File: src/hw/rtl/cos_pkg.sv
// Shared widths, payload types and constants for the circle overlap separator.
package cos_pkg;

  localparam int unsigned FracBits = 8;
  localparam int unsigned PosBits  = 24;
  localparam int unsigned SizeBits = 12;

  // Centre differences, their magnitudes and the squared distance.
  localparam int unsigned DiffBits = PosBits + 2;
  localparam int unsigned MagBits  = PosBits + 1;
  localparam int unsigned Dist2Bits = 2 * MagBits + 1;

  // Roots and the radicand seen by the square root cells.
  localparam int unsigned RootBits = 21;
  localparam int unsigned RadBits  = 2 * RootBits;
  localparam int unsigned SqRemBits = RootBits + 2;
  localparam int unsigned SqSteps  = RootBits;

  // Push division: numerator, doubled distance and quotient.
  localparam int unsigned NumBits = 2 * RootBits + 1;
  localparam int unsigned DenBits = RootBits + 1;
  localparam int unsigned QuoBits = RootBits;
  localparam int unsigned DivSteps = QuoBits;

  localparam int unsigned InBits  = 4 * PosBits + 4 * SizeBits;
  localparam int unsigned OutBits = 4 * PosBits;
  localparam int unsigned FlagBits = 3;

  localparam int unsigned FlagCollided = 0;
  localparam int unsigned FlagCoincide = 1;
  localparam int unsigned FlagSaturated = 2;

  typedef struct packed {
    logic signed [PosBits-1:0] x1;
    logic signed [PosBits-1:0] y1;
    logic signed [PosBits-1:0] x2;
    logic signed [PosBits-1:0] y2;
  } pos_t;

  typedef struct packed {
    logic [RadBits-1:0]   rad;
    logic [SqRemBits-1:0] rem;
    logic [RootBits-1:0]  root;
  } sq_t;

  typedef struct packed {
    logic [DenBits-1:0] rem;
    logic [QuoBits-1:0] num;
    logic [DenBits-1:0] den;
    logic [QuoBits-1:0] q;
  } dv_t;

  typedef struct packed {
    pos_t                pos;
    logic                sx;
    logic                sy;
    logic [RootBits-1:0] ax;
    logic [RootBits-1:0] ay;
    logic                same;
    logic                far;
    logic [RadBits-1:0]  d2;
  } mid_t;

  typedef struct packed {
    pos_t pos;
    logic sx;
    logic sy;
    logic hit;
    logic same;
  } back_t;

endpackage

File: src/hw/rtl/cos_sqrt_cell.sv
// One digit step of the integer square root, registered.
module cos_sqrt_cell (
  input  logic         clk_i,
  input  logic         en_i,
  input  cos_pkg::sq_t d_i,
  output cos_pkg::sq_t q_o
);
  import cos_pkg::*;

  logic [SqRemBits+1:0] rem2;
  logic [SqRemBits+1:0] trial;
  sq_t                  step_d;
  sq_t                  step_q;

  always_comb begin
    rem2  = {d_i.rem, d_i.rad[RadBits-1 -: 2]};
    trial = {2'b00, d_i.root, 2'b01};
    step_d.rad = {d_i.rad[RadBits-3:0], 2'b00};
    if (rem2 >= trial) begin
      step_d.rem  = SqRemBits'(rem2 - trial);
      step_d.root = {d_i.root[RootBits-2:0], 1'b1};
    end else begin
      step_d.rem  = rem2[SqRemBits-1:0];
      step_d.root = {d_i.root[RootBits-2:0], 1'b0};
    end
  end

  always_ff @(posedge clk_i) begin
    if (en_i) begin
      step_q <= step_d;
    end
  end

  assign q_o = step_q;

endmodule

File: config.mk
export PLATFORM = sky130hd
export DESIGN_NAME = cos_sqrt_cell
export DESIGN_NICKNAME = d
export VERILOG_FILES = /design/src/hw/rtl/cos_pkg.sv /design/src/hw/rtl/cos_sqrt_cell.sv
export SDC_FILE = /design/constraint.sdc
export NUM_CORES = 1
export LEC_CHECK = 0
export BUFFER_PORTS_ARGS = -buffer_cell sky130_fd_sc_hd__buf_2
export CAP_MARGIN = 25
export CORE_ASPECT_RATIO = 1.2
export CORE_MARGIN = 3
export CORE_UTILIZATION = 35
export CTS_CLUSTER_DIAMETER = 200
export DETAILED_ROUTE_END_ITERATION = 10
export RECOVER_POWER = 50
export SYNTH_ARGS = -nofsm -noshare
export SYNTH_HDL_FRONTEND = slang
export SYNTH_SLANG_ARGS = --single-unit
File: constraint.sdc
create_clock -name clk_i -period 9.2 [get_ports clk_i]
set_clock_uncertainty 0.2 [all_clocks]
set_input_delay 2.3 -clock clk_i [delete_from_list [all_inputs] [get_ports clk_i]]
set_output_delay 2.3 -clock clk_i [all_outputs]
set_load 0.02 [all_outputs]
==> impl_metrics.toml <==
[outcome]
outcome = "finished, violations left"
violations = "max-capacitance violations, max-slew violations"

[final_layout]
diodes = 0
drive_gt1_share_pct = 40.2
fin_nets = 618
area_growth_pct = 28.9
largest_reg_flops = 84
finish.utilization_pct = 47.4

[worst_setup_path]
crit_path_frequent_cell = "clkbuf_1"
arrival_ps = 5490
cp_slowest_cell = "clkbuf_1"
cp_max_fo = 77
cpPeakStageDelay_ps = 2860
cp_cell_sequence = "clkbuf_1 > clkbuf_1"
crit_required_ps = 8850
cp_top_family = "buffers and inverters"
cp_num_buf_inv = 2
start_kind = "input pin"
cp-end-kind = "flop"
critPathKind = "in2reg"

[drt]
viasPerCell = 4.83
drc_errors = 0
antenna_left = 0
dr.pass1.iters = 4
avgRoutedWirePerCell_um = 16.3
vias = 3233
drtIter0Drc = 114
drt-total-wl_um = 10900

[power_and_ir_drop]
powerDensity_mw_per_mm2 = 196
ir_drop_uv = 86.0
p_leak_nw = 2.44

[clocking]
postCtsSetupRepairBufs = 0
cts_resized = 0
cts-root-buf = "clkbuf_16"
cts_tree = "done"
cts_sinks = 84
ctsHoldBuffers = 0
cts_buffer_depth = 2
clk_pin_slew_ps = 70
cts_buffers = 9
htreeDepth = 3

[synthesis]
synth_edf_count = 84
yosysWarnings = 0
synth_cell_types = 58
ys_ff_latch = 84
yosysTopAreaCell = "edfxtp_1"
syn_inst = 336
ys_async_sr_fraction_pct = 0
synthesis.area_mm2 = 0.00435
syn-mean-instance-area_um2 = 12.9
ys_top_cells_by_area = "edfxtp_1, ha_1, mux2_4"
synth-main-ff-cell = "edfxtp_1"
synth_top_cell_area_share_pct = 58.0
ys_seq_area_share_pct = 58.0

[timing]
max_slew_margin_pct = -167
finalCritPeriodShare_pct = 63.6
finalHoldViolations = 0
rsz0062_at_grt = "false"
tns_ps = 0
slew_viol_final = 78
worst_pin_slew_ps = 4000
fmaxAchievable_ghz = 0.171
min_period_ps = 5850
setup-violations-final = 0

[die]
io_pins = 174
initial_utilization_pct = 36.7
fp.dieW_um = 108
die_y_um = 128
row_count = 43
coreArea_mm2 = 0.0118
floorplan.die_area_mm2 = 0.0138

[hold_path]
worstHoldPathType = "in2reg"

[global_routing]
grt_pass1_wl_um = 16700
grt_max_degree = 85
grt_pass1_vias = 3249
antenna_found_initial = 1
grtUsageTotal_pct = 15.5
gr-total-overflow = 0

[place]
place_hpwl_um = 8500
place.gp.congestion = 0.920
io_buffers = 171

[flow_run]
cap_viol_max_count = 1
==> cell usage after synthesis (3+ instances only) <==
| cell type | number |
|---|---|
| mux2_4 | 8 |
| xor2_1 | 5 |
| edfxtp_1 | 84 |
| o31ai_1 | 3 |
| and3_1 | 3 |
| buf_2 | 3 |
| ha_1 | 23 |
| nor2_1 | 15 |
| inv_1 | 30 |
| mux2_2 | 9 |
| nand3_1 | 10 |
| o21ai_0 | 16 |
| and2_1 | 3 |
| nand2_1 | 16 |
| xnor2_1 | 11 |
| o21a_1 | 5 |
| clkbuf_1 | 5 |
| a21o_1 | 6 |
| nand4_1 | 7 |
| nor3_1 | 6 |
| and4_1 | 3 |
| a21oi_1 | 17 |
==> cell usage in the layout (no fill, tap or decap), drive strengths merged, types with 3 or more instances in the layout <==
| cell type | n |
|---|---|
| inv | 33 |
| nand4 | 7 |
| edfxtp | 84 |
| nand2 | 16 |
| o21ai | 16 |
| xnor2 | 11 |
| and4 | 3 |
| o21a | 5 |
| and3 | 3 |
| xor2 | 5 |
| buf | 162 |
| nor2 | 15 |
| mux2 | 17 |
| nor3 | 6 |
| and2 | 3 |
| nor4 | 3 |
| nand3 | 10 |
| ha | 23 |
| a21oi | 18 |
| o31ai | 4 |
| a221oi | 3 |
| clkbuf | 20 |
| a21o | 7 |
==> cells by family after synthesis <==
kind of cell / synth area share [%]
DFF: 58.0
and+or+nand+nor: 9.24
AOI/OAI and AO/OA: 12.4
buffers and inverters: 4.89
adders and majority gates: 6.62
muxes: 5.55
xor gates and xnor gates: 3.22
other: 0.0862
==> per-layer routing <==
metal	global-route usage [%]	up-vias	part of all wire, %
met1	18.0	1485	40
met5	0	-	0.18
met3	4.84	10	8.9
met2	27.5	130	50
met4	4.31	2	0.85
li1	-	1606	-
==> stage by stage <==
step | hold slack (ps) | instances | cell area [µm²] | worst slack, ps | power [mW]
6_report | 1940 | 669 | 5610 | 3350 | 1.10
5_1_grt | 1920 | 669 | 5610 | 2910 | 1.15
4_1_cts | 1920 | 668 | 5620 | 4110 | 1.11
3_5_place_dp | 2280 | 652 | 5320 | 3750 | 0.741
3_3_place_gp | 2280 | 652 | 5320 | 3810 | 0.740
2_1_floorplan | 2200 | 337 | 4350 | 4310 | 0.655
==> path summary, 6_finish.rpt <==
check,cells after the start,startpoint,endpoint
setup / recovery,2,en_i,q_o[35]
hold / removal,1,d_i[48],q_o[50]
==> power breakdown <==
part	internal [mW]	switching [mW]	total (mW)
combinational	0.0998	0.153	0.252
sequential	0.471	0.00848	0.480
clock	0.213	0.153	0.366
==> layout make-up <==
cell class              instances  area, µm²
repair buffers                172        848
well taps                     157        196
fillers                      1135       6230
clock buffers                  10        229
flip-flops and latches         84       2520
multi-input cells             209       1620
clock inverters                 6       71.3
inverters                      31        121
Power figures use the tool's default switching activity.
