File: config.mk
export PLATFORM = sky130hd
export DESIGN_NAME = cos_div_cell
export DESIGN_NICKNAME = d
export VERILOG_FILES = /design/src/hw/rtl/cos_pkg.sv /design/src/hw/rtl/cos_div_cell.sv
export SDC_FILE = /design/constraint.sdc
export NUM_CORES = 1
export LEC_CHECK = 0
export ABC_AREA = 1
export BUFFER_PORTS_ARGS = -buffer_cell sky130_fd_sc_hd__buf_4
export CORE_MARGIN = 2
export CORE_UTILIZATION = 45
export DETAILED_ROUTE_END_ITERATION = 16
export PLACE_DENSITY = 0.77
export RECOVER_POWER = 100
export SLEW_MARGIN = 10
export SYNTH_ARGS = -nofsm -noshare
export SYNTH_HDL_FRONTEND = slang
export SYNTH_SLANG_ARGS = --single-unit
File: constraint.sdc
create_clock -name clk_i -period 1.6 [get_ports clk_i]
set_input_delay 0.16 -clock clk_i [delete_from_list [all_inputs] [get_ports clk_i]]
set_output_delay 0.16 -clock clk_i [all_outputs]
set_load 0.02 [all_outputs]
File: src/hw/rtl/cos_pkg.sv
// Shared widths, payload types and constants for the circle overlap separator.
package cos_pkg;

  localparam int unsigned FracBits = 8;
  localparam int unsigned PosBits  = 24;
  localparam int unsigned SizeBits = 12;

  // Centre differences, their magnitudes and the squared distance.
  localparam int unsigned DiffBits = PosBits + 2;
  localparam int unsigned MagBits  = PosBits + 1;
  localparam int unsigned Dist2Bits = 2 * MagBits + 1;

  // Roots and the radicand seen by the square root cells.
  localparam int unsigned RootBits = 21;
  localparam int unsigned RadBits  = 2 * RootBits;
  localparam int unsigned SqRemBits = RootBits + 2;
  localparam int unsigned SqSteps  = RootBits;

  // Push division: numerator, doubled distance and quotient.
  localparam int unsigned NumBits = 2 * RootBits + 1;
  localparam int unsigned DenBits = RootBits + 1;
  localparam int unsigned QuoBits = RootBits;
  localparam int unsigned DivSteps = QuoBits;

  localparam int unsigned InBits  = 4 * PosBits + 4 * SizeBits;
  localparam int unsigned OutBits = 4 * PosBits;
  localparam int unsigned FlagBits = 3;

  localparam int unsigned FlagCollided = 0;
  localparam int unsigned FlagCoincide = 1;
  localparam int unsigned FlagSaturated = 2;

  typedef struct packed {
    logic signed [PosBits-1:0] x1;
    logic signed [PosBits-1:0] y1;
    logic signed [PosBits-1:0] x2;
    logic signed [PosBits-1:0] y2;
  } pos_t;

  typedef struct packed {
    logic [RadBits-1:0]   rad;
    logic [SqRemBits-1:0] rem;
    logic [RootBits-1:0]  root;
  } sq_t;

  typedef struct packed {
    logic [DenBits-1:0] rem;
    logic [QuoBits-1:0] num;
    logic [DenBits-1:0] den;
    logic [QuoBits-1:0] q;
  } dv_t;

  typedef struct packed {
    pos_t                pos;
    logic                sx;
    logic                sy;
    logic [RootBits-1:0] ax;
    logic [RootBits-1:0] ay;
    logic                same;
    logic                far;
    logic [RadBits-1:0]  d2;
  } mid_t;

  typedef struct packed {
    pos_t pos;
    logic sx;
    logic sy;
    logic hit;
    logic same;
  } back_t;

endpackage

File: src/hw/rtl/cos_div_cell.sv
// One quotient bit of the restoring push division, registered.
module cos_div_cell (
  input  logic         clk_i,
  input  logic         en_i,
  input  cos_pkg::dv_t d_i,
  output cos_pkg::dv_t q_o
);
  import cos_pkg::*;

  logic [DenBits:0] trial;
  dv_t              step_d;
  dv_t              step_q;

  always_comb begin
    trial      = {d_i.rem, d_i.num[QuoBits-1]};
    step_d.num = {d_i.num[QuoBits-2:0], 1'b0};
    step_d.den = d_i.den;
    if (trial >= {1'b0, d_i.den}) begin
      step_d.rem = DenBits'(trial - {1'b0, d_i.den});
      step_d.q   = {d_i.q[QuoBits-2:0], 1'b1};
    end else begin
      step_d.rem = trial[DenBits-1:0];
      step_d.q   = {d_i.q[QuoBits-2:0], 1'b0};
    end
  end

  always_ff @(posedge clk_i) begin
    if (en_i) begin
      step_q <= step_d;
    end
  end

  assign q_o = step_q;

endmodule

==> reports/qor.csv, run 1 <==
metric,value,unit
status,"finished, final reports clean",
Slowest cell on crit path,ha_4,
Critical Path AT,1670,ps
Worst-path clk slew,90,ps
Pwr per Cell Area,846.6,nW/um^2
crit path capture type,flop,
per-cell routed wire length,16.77,um
Cells on Worst Hold Path,3,
Max VDD drop,0.0004350,V
Placer Congestion,0.9034,
number of enable flip-flop cells after synthesis,85,
top-area cell type share of the netlist area,0.5482,
Largest register FFs,85,
post-route ant nets,0,
Rows,37,
drt total wl,15850,um
CTS tree,done,
Vias/cell,4.819,
Post-Synthesis Cells,495,
Hold Slack,115.3,ps
die area,11180,um^2
grt ovf,0,
largest net degree at the start of global routing,40,
Post-DP HPWL,10210,um
dpl ws,-477.0,ps
Detailed Route Iter0 Violations,209,
WL met2,7881,um
top layer used by detailed routing,met4,
"Seq/Total Area, Yosys",0.5482,
Leakage,3.412,nW
Die Y,105.7,um
max_cap viols,0,
"most used cell, CP",nand2_2,
H-tree depth,3,
first-pass GRT wire length,23940,um
WS Path Type,in -> reg,
vias in the first global route,4560,
Post-CTS Setup Inserts,0,
Final Setup Violations,0,
FILL cells,800,
Register Area,2552,um^2
Syn-to-layout area delta,60.12,%
clock sinks,85,
Synth Net Count,606,
Multi-input gate area,2007,um^2
CP Launch Point,d_i[27],
mean area per synthesized cell,9.405,um^2
Min-Delay Path Class,in -> reg,
wire length on met1,6391,um
Max Slew Vio Count,0,
fmax,647.3,MHz
CP max FO,6,
Hold Path Sink,q_o[82]$_DFFE_PP_,
largest area contributor in the netlist,edfxtp_1,
Die Wd,105.7,um
synth top area cells,"edfxtp_1 (55%), nand2_1 (12%), inv_1 (7.4%)",
final worst-path cycle share,0.9656,
startpoint type of the worst setup path,input port,
Vias,4554,
CTS max path bufs,2,
Initial Utilization,0.4571,
I/O Buffers,171,
"flops & latches, synth",85,
Yosys warning count,0,
clock period minus worst slack,1545,ps
Synth Flop Type,edfxtp_1,
Slew HR,0.1320,
metal3 WL,1169,um
Cell variety after synth,29,
DR pass1 iterations,4,
Worst Min Path Start,d_i[81],
"Net count, final",915,
Root Driver,clkbuf_8,
Mapped Area,4656,um^2
Total Routing Usage GR,0.2813,
"slowest stage delay, CP",230,ps
RSZ-0062 raised after global routing,true,
antenna violations before repair,0,
worst-margin pin slew,1302,ps
core area,10180,um^2
CP Data Required Time,1730,ps
total CTS buffers,9,
crit-path cells,"clkbuf_4, inv_1, ha_4, nand2_2, inv_1, a21oi_2, nand2_2, nand2_1, nand4_4, clkbuf_16, nand2_2, o21ai_2",
IO Pins,174,
share of post-route cells with drive strength above 1,0.3115,
final worst slack,55.03,ps
Inserted Diodes,0,
Fin. Hold Viols,0,
drc violations,0,
async set-or-reset flop fraction in the synthesized netlist,0,
## placed cells by master (no fill, tap or decap), drive strengths merged
master / n
inv: 94
buf: 103
o21bai: 2
nand2: 166
nand3b: 5
conb: 1
fa: 1
clkinv: 5
nand4: 4
a21oi: 13
nor2: 27
ha: 22
bufinv: 1
and2: 1
clkbuf: 148
edfxtp: 85
nor3: 4
o21ai: 9
o21a: 1
clkinvlp: 1
xor2: 9
nand3: 45
dlygate4sd3: 62
## repair_timing
| action | in CTS | in global routing |
|---|---|---|
| setup endpoints to repair | 1 | 15 |
| resized for setup | 1 | 29 |
| hold buffers | 62 | 0 |
| endpoints found under the hold margin | 62 | 0 |
| gates cloned | 0 | 1 |
| pin swaps | 0 | 2 |
## layer usage
metal | vias to the layer above | track usage
met1 | 2100 | 0.3422
li1 | 2213 | -
met3 | 32 | 0.07854
met5 | - | 0
met4 | 0 | 0.09023
met2 | 209 | 0.4834
## how the worst max path moves through the flow
stage / slack, ps / depth (start not counted) / endpoint
3_3_place_gp: -390 / 12 / q_o[81]$_DFFE_PP_
2_1_floorplan: 2 / 10 / q_o[64]$_DFFE_PP_
3_5_place_dp: -480 / 12 / q_o[81]$_DFFE_PP_
6_report: 60 / 12 / q_o[71]$_DFFE_PP_
4_1_cts: 30 / 13 / q_o[82]$_DFFE_PP_
5_1_grt: -30 / 13 / q_o[76]$_DFFE_PP_
## worst max-delay path, delay by kind of cell
family                   cells  cell delay, ps
AO/OA/AOI/OAI                2             210
buffers and inverters        4             500
AND/OR/NAND/NOR              5             570
adder cells (fa/ha/maj)      1             230
## kinds of logic (layout without fill, tap and decap cells)
family / Yosys count / count (layout) / synth area share
adder cells (fa/ha/maj): 23 / 23 / 0.06342
AO/OA/AOI/OAI: 25 / 25 / 0.03655
flip-flops: 85 / 85 / 0.5482
buffers and inverters: 100 / 414 / 0.08895
AND/OR/NAND/NOR: 252 / 252 / 0.2451
other: 1 / 1 / 0.0008055
XOR/XNOR: 9 / 9 / 0.01693
## synth_stat cells, drive strengths merged, types with 4 or more instances
cell	number
edfxtp	85
a21oi	13
nor3	4
nand3	45
inv	94
nor2	27
o21ai	9
nand3b	5
nand2	166
buf	6
xor2	9
nand4	4
ha	22
## power by group
| part | internal, mW | switching (mW) | total [mW] |
|---|---|---|---|
| sequential | 2.71 | 0.0740 | 2.79 |
| clock | 0.711 | 0.814 | 1.52 |
| combinational | 0.854 | 1.15 | 2.00 |
## stage by stage
step / utilization / setup TNS (ps) / power, mW / instances / cell area, um^2
after global placement: 0.6719 / -6353 / 4.733 / 866 / 6843
after detailed placement: 0.6719 / -6521 / 4.768 / 866 / 6843
after global routing: 0.7319 / -173.5 / 6.601 / 945 / 7455
final: 0.7319 / 0 / 6.311 / 945 / 7455
after floorplan: - / 0 / 3.816 / 495 / 4862
after CTS: 0.7517 / 0 / 6.382 / 944 / 7656
## final cells by class
| type | instances | area share |
|---|---|---|
| multi-input combinational | 310 | 0.2692 |
| clock inverter | 7 | 0.008896 |
| timing repair buffer | 304 | 0.2927 |
| clock buffer | 9 | 0.01662 |
| inverter | 94 | 0.04733 |
| sequential | 85 | 0.3424 |
| tap | 136 | 0.02283 |
Power figures use the tool's default switching activity.
==> run 2, diff against run 1 <==
- clock period: 1.6 -> 1.3 ns (I/O delays scaled with it)
==> run 2 against run 1 <==
  * The flow now finishes with violations (negative setup slack)
  * Global-route usage increased by 2.5 points
  * Power increased by 33%
  * Hold slack got worse by 66 ps
  * Final cell count increased by 1.9%
  * Flip-flop and latch count unchanged
  * Setup slack got worse by 280 ps
  * Routed wire length increased by 13%
  * Sequential power increased by 23%
  * Non-clock buffer count increased by 19
  * Largest power group unchanged
==> reports/qor.csv, run 2 (synthesis gave the netlist of run 1 again) <==
metric,value,unit,change
drc violations,0,,unchanged
Post-DP HPWL,10800,um,+5.8%
Largest register FFs,85,,unchanged
overall power,8.378,mW,+33%
H-tree depth,3,,unchanged
CTS max path bufs,2,,unchanged
crit path capture type,flop,,
Syn-to-layout area delta,83.53,%,
antenna violations before repair,0,,unchanged
clock period minus worst slack,1522,ps,
worst-margin pin slew,616.2,ps,-685.7 ps
clock sinks,85,,unchanged
fmax,656.8,MHz,
Rows,37,,unchanged
Die Y,105.7,um,unchanged
"commonest non-fill, non-tap cell in the layout",buf_4,,
Detailed Route Iter0 Violations,285,,+36%
CP Launch Point,d_i[31],,
CTS tree,done,,
first-pass GRT wire length,26290,um,+9.8%
Register Area,2552,um^2,unchanged
Fin. Hold Viols,0,,unchanged
Initial Utilization,0.4571,,unchanged
failing checks,negative setup slack,,
Placer Congestion,0.8820,,-2.4%
setup TNS,-3784,ps,-3784 ps
"commonest non-fill, non-tap cells in the layout","buf_4 (230), nand2_1 (93), edfxtp_1 (85)",,
Critical Path Sink,q_o[72]$_DFFE_PP_,,
IO Pins,174,,unchanged
Min-Delay Path Class,in -> reg,,
Worst-path clk slew,90,ps,about the same
"Net count, final",934,,+2.1%
I/O Buffers,171,,unchanged
startpoint type of the worst setup path,input port,,
Final Setup Violations,23,,+23
Max VDD drop,0.0005579,V,+28%
Vias/cell,5.065,,+5.1%
grt ovf,0,,unchanged
status,"complete, but fails checks",,
DR pass1 iterations,5,,+1
Root Driver,clkbuf_8,,
drt total wl,17920,um,+13%
Max Slew Vio Count,0,,unchanged
Total Routing Usage GR,0.3062,,+0.02493
final worst slack,-222.4,ps,-277.4 ps
die area,11180,um^2,unchanged
core area,10180,um^2,unchanged
Die Wd,105.7,um,unchanged
FILL cells,576,,-28%
final worst-path cycle share,1.171,,
CP max FO,6,,unchanged
post-route ant nets,0,,unchanged
max_cap viols,0,,unchanged
Leakage,3.997,nW,+17%
WS Path Type,in -> reg,,
Multi-input gate area,2501,um^2,+25%
Pwr per Cell Area,980.5,nW/um^2,+16%
largest net degree at the start of global routing,44,,+10%
Critical Path AT,1650,ps,-20 ps
Final Util,0.8389,,+0.1070
CP Data Required Time,1430,ps,-300 ps
Slew HR,0.5892,,+0.4572
share of post-route cells with drive strength above 1,0.5659,,+0.2544
vias in the first global route,4960,,+8.8%
per-cell routed wire length,18.61,um,+11%
Inserted Diodes,0,,unchanged
Worst Min Path Start,d_i[40],,
total CTS buffers,9,,unchanged
RSZ-0062 raised after global routing,true,,
Vias,4878,,+7.1%
[run 2: cell types whose count changed in the layout (fill, tap and decap cells not counted), moves of 24 or more]
cell,previous run,this run
buf_4,97,230
clkbuf_1,88,1
clkbuf_4,50,3
nand2_1,140,93
nand2_4,2,28
inv_1,88,63
nand3_1,36,12
[run 2: final cells by class]
type	instances	share of cell area
multi-input combinational	310	0.2927
clock inverter	6	0.005565
sequential	85	0.2987
inverter	94	0.04510
timing repair buffer	323	0.3235
clock buffer	9	0.01450
tap	136	0.01992
[run 2: worst min path at each step]
stage / end / slack [ps] / depth (start not counted)
final: q_o[40]$_DFFE_PP_ / 50 / 2
after CTS: q_o[40]$_DFFE_PP_ / 20 / 2
after detailed placement: q_o[52]$_DFFE_PP_ / 310 / 1
after global routing: q_o[40]$_DFFE_PP_ / 60 / 2
after floorplan: q_o[10]$_DFFE_PP_ / 230 / 0
after global placement: q_o[4]$_DFFE_PP_ / 310 / 1
[run 2: where the power goes]
part	leakage (nW)	internal (mW)	switching, mW	total (mW)
clock network	0.0744	0.698	1.09	1.79
registers	0.832	3.34	0.0944	3.43
logic	3.09	1.48	1.67	3.15
[run 2: routing by layer]
layer | vias up | part of all wire | GRT usage
li1 | 2253 | - | -
met1 | 2336 | 0.37 | 0.3636
met2 | 243 | 0.52 | 0.5502
met3 | 46 | 0.080 | 0.06555
met4 | 0 | 0.031 | 0.1006
met5 | - | 0 | 0
[run 2: what timing repair did]
item                       CTS  global route
resized for setup           95            64
cloned                       2             1
setup buffers               12             5
setup endpoints to repair   22            23
pin swaps                   32            37
hold buffers                61             0
hold endpoints to repair    61             0
[run 2: through the flow]
stage | setup slack [ps] | instances | hold slack (ps) | instance area [um^2]
after floorplan | -236.1 | 495 | 228.9 | 5091
after global placement | -576.6 | 868 | 307.9 | 7093
after detailed placement | -591.8 | 868 | 310.0 | 7093
after CTS | -114.6 | 957 | 20.21 | 8302
after global routing | -274.7 | 963 | 55.65 | 8544
final | -222.4 | 963 | 49.04 | 8544
[run 2: worst max-delay path, cell delays in order]
cell,delay [ps]
buf_6,100
inv_2,60
ha_4,230
nand2_2,70
nand2_1,90
inv_2,70
nand2_2,50
nand2_2,60
nand2_2,70
nand2_2,90
nand4_4,230
clkbuf_16,270
nand2_2,90
o21ai_2,60
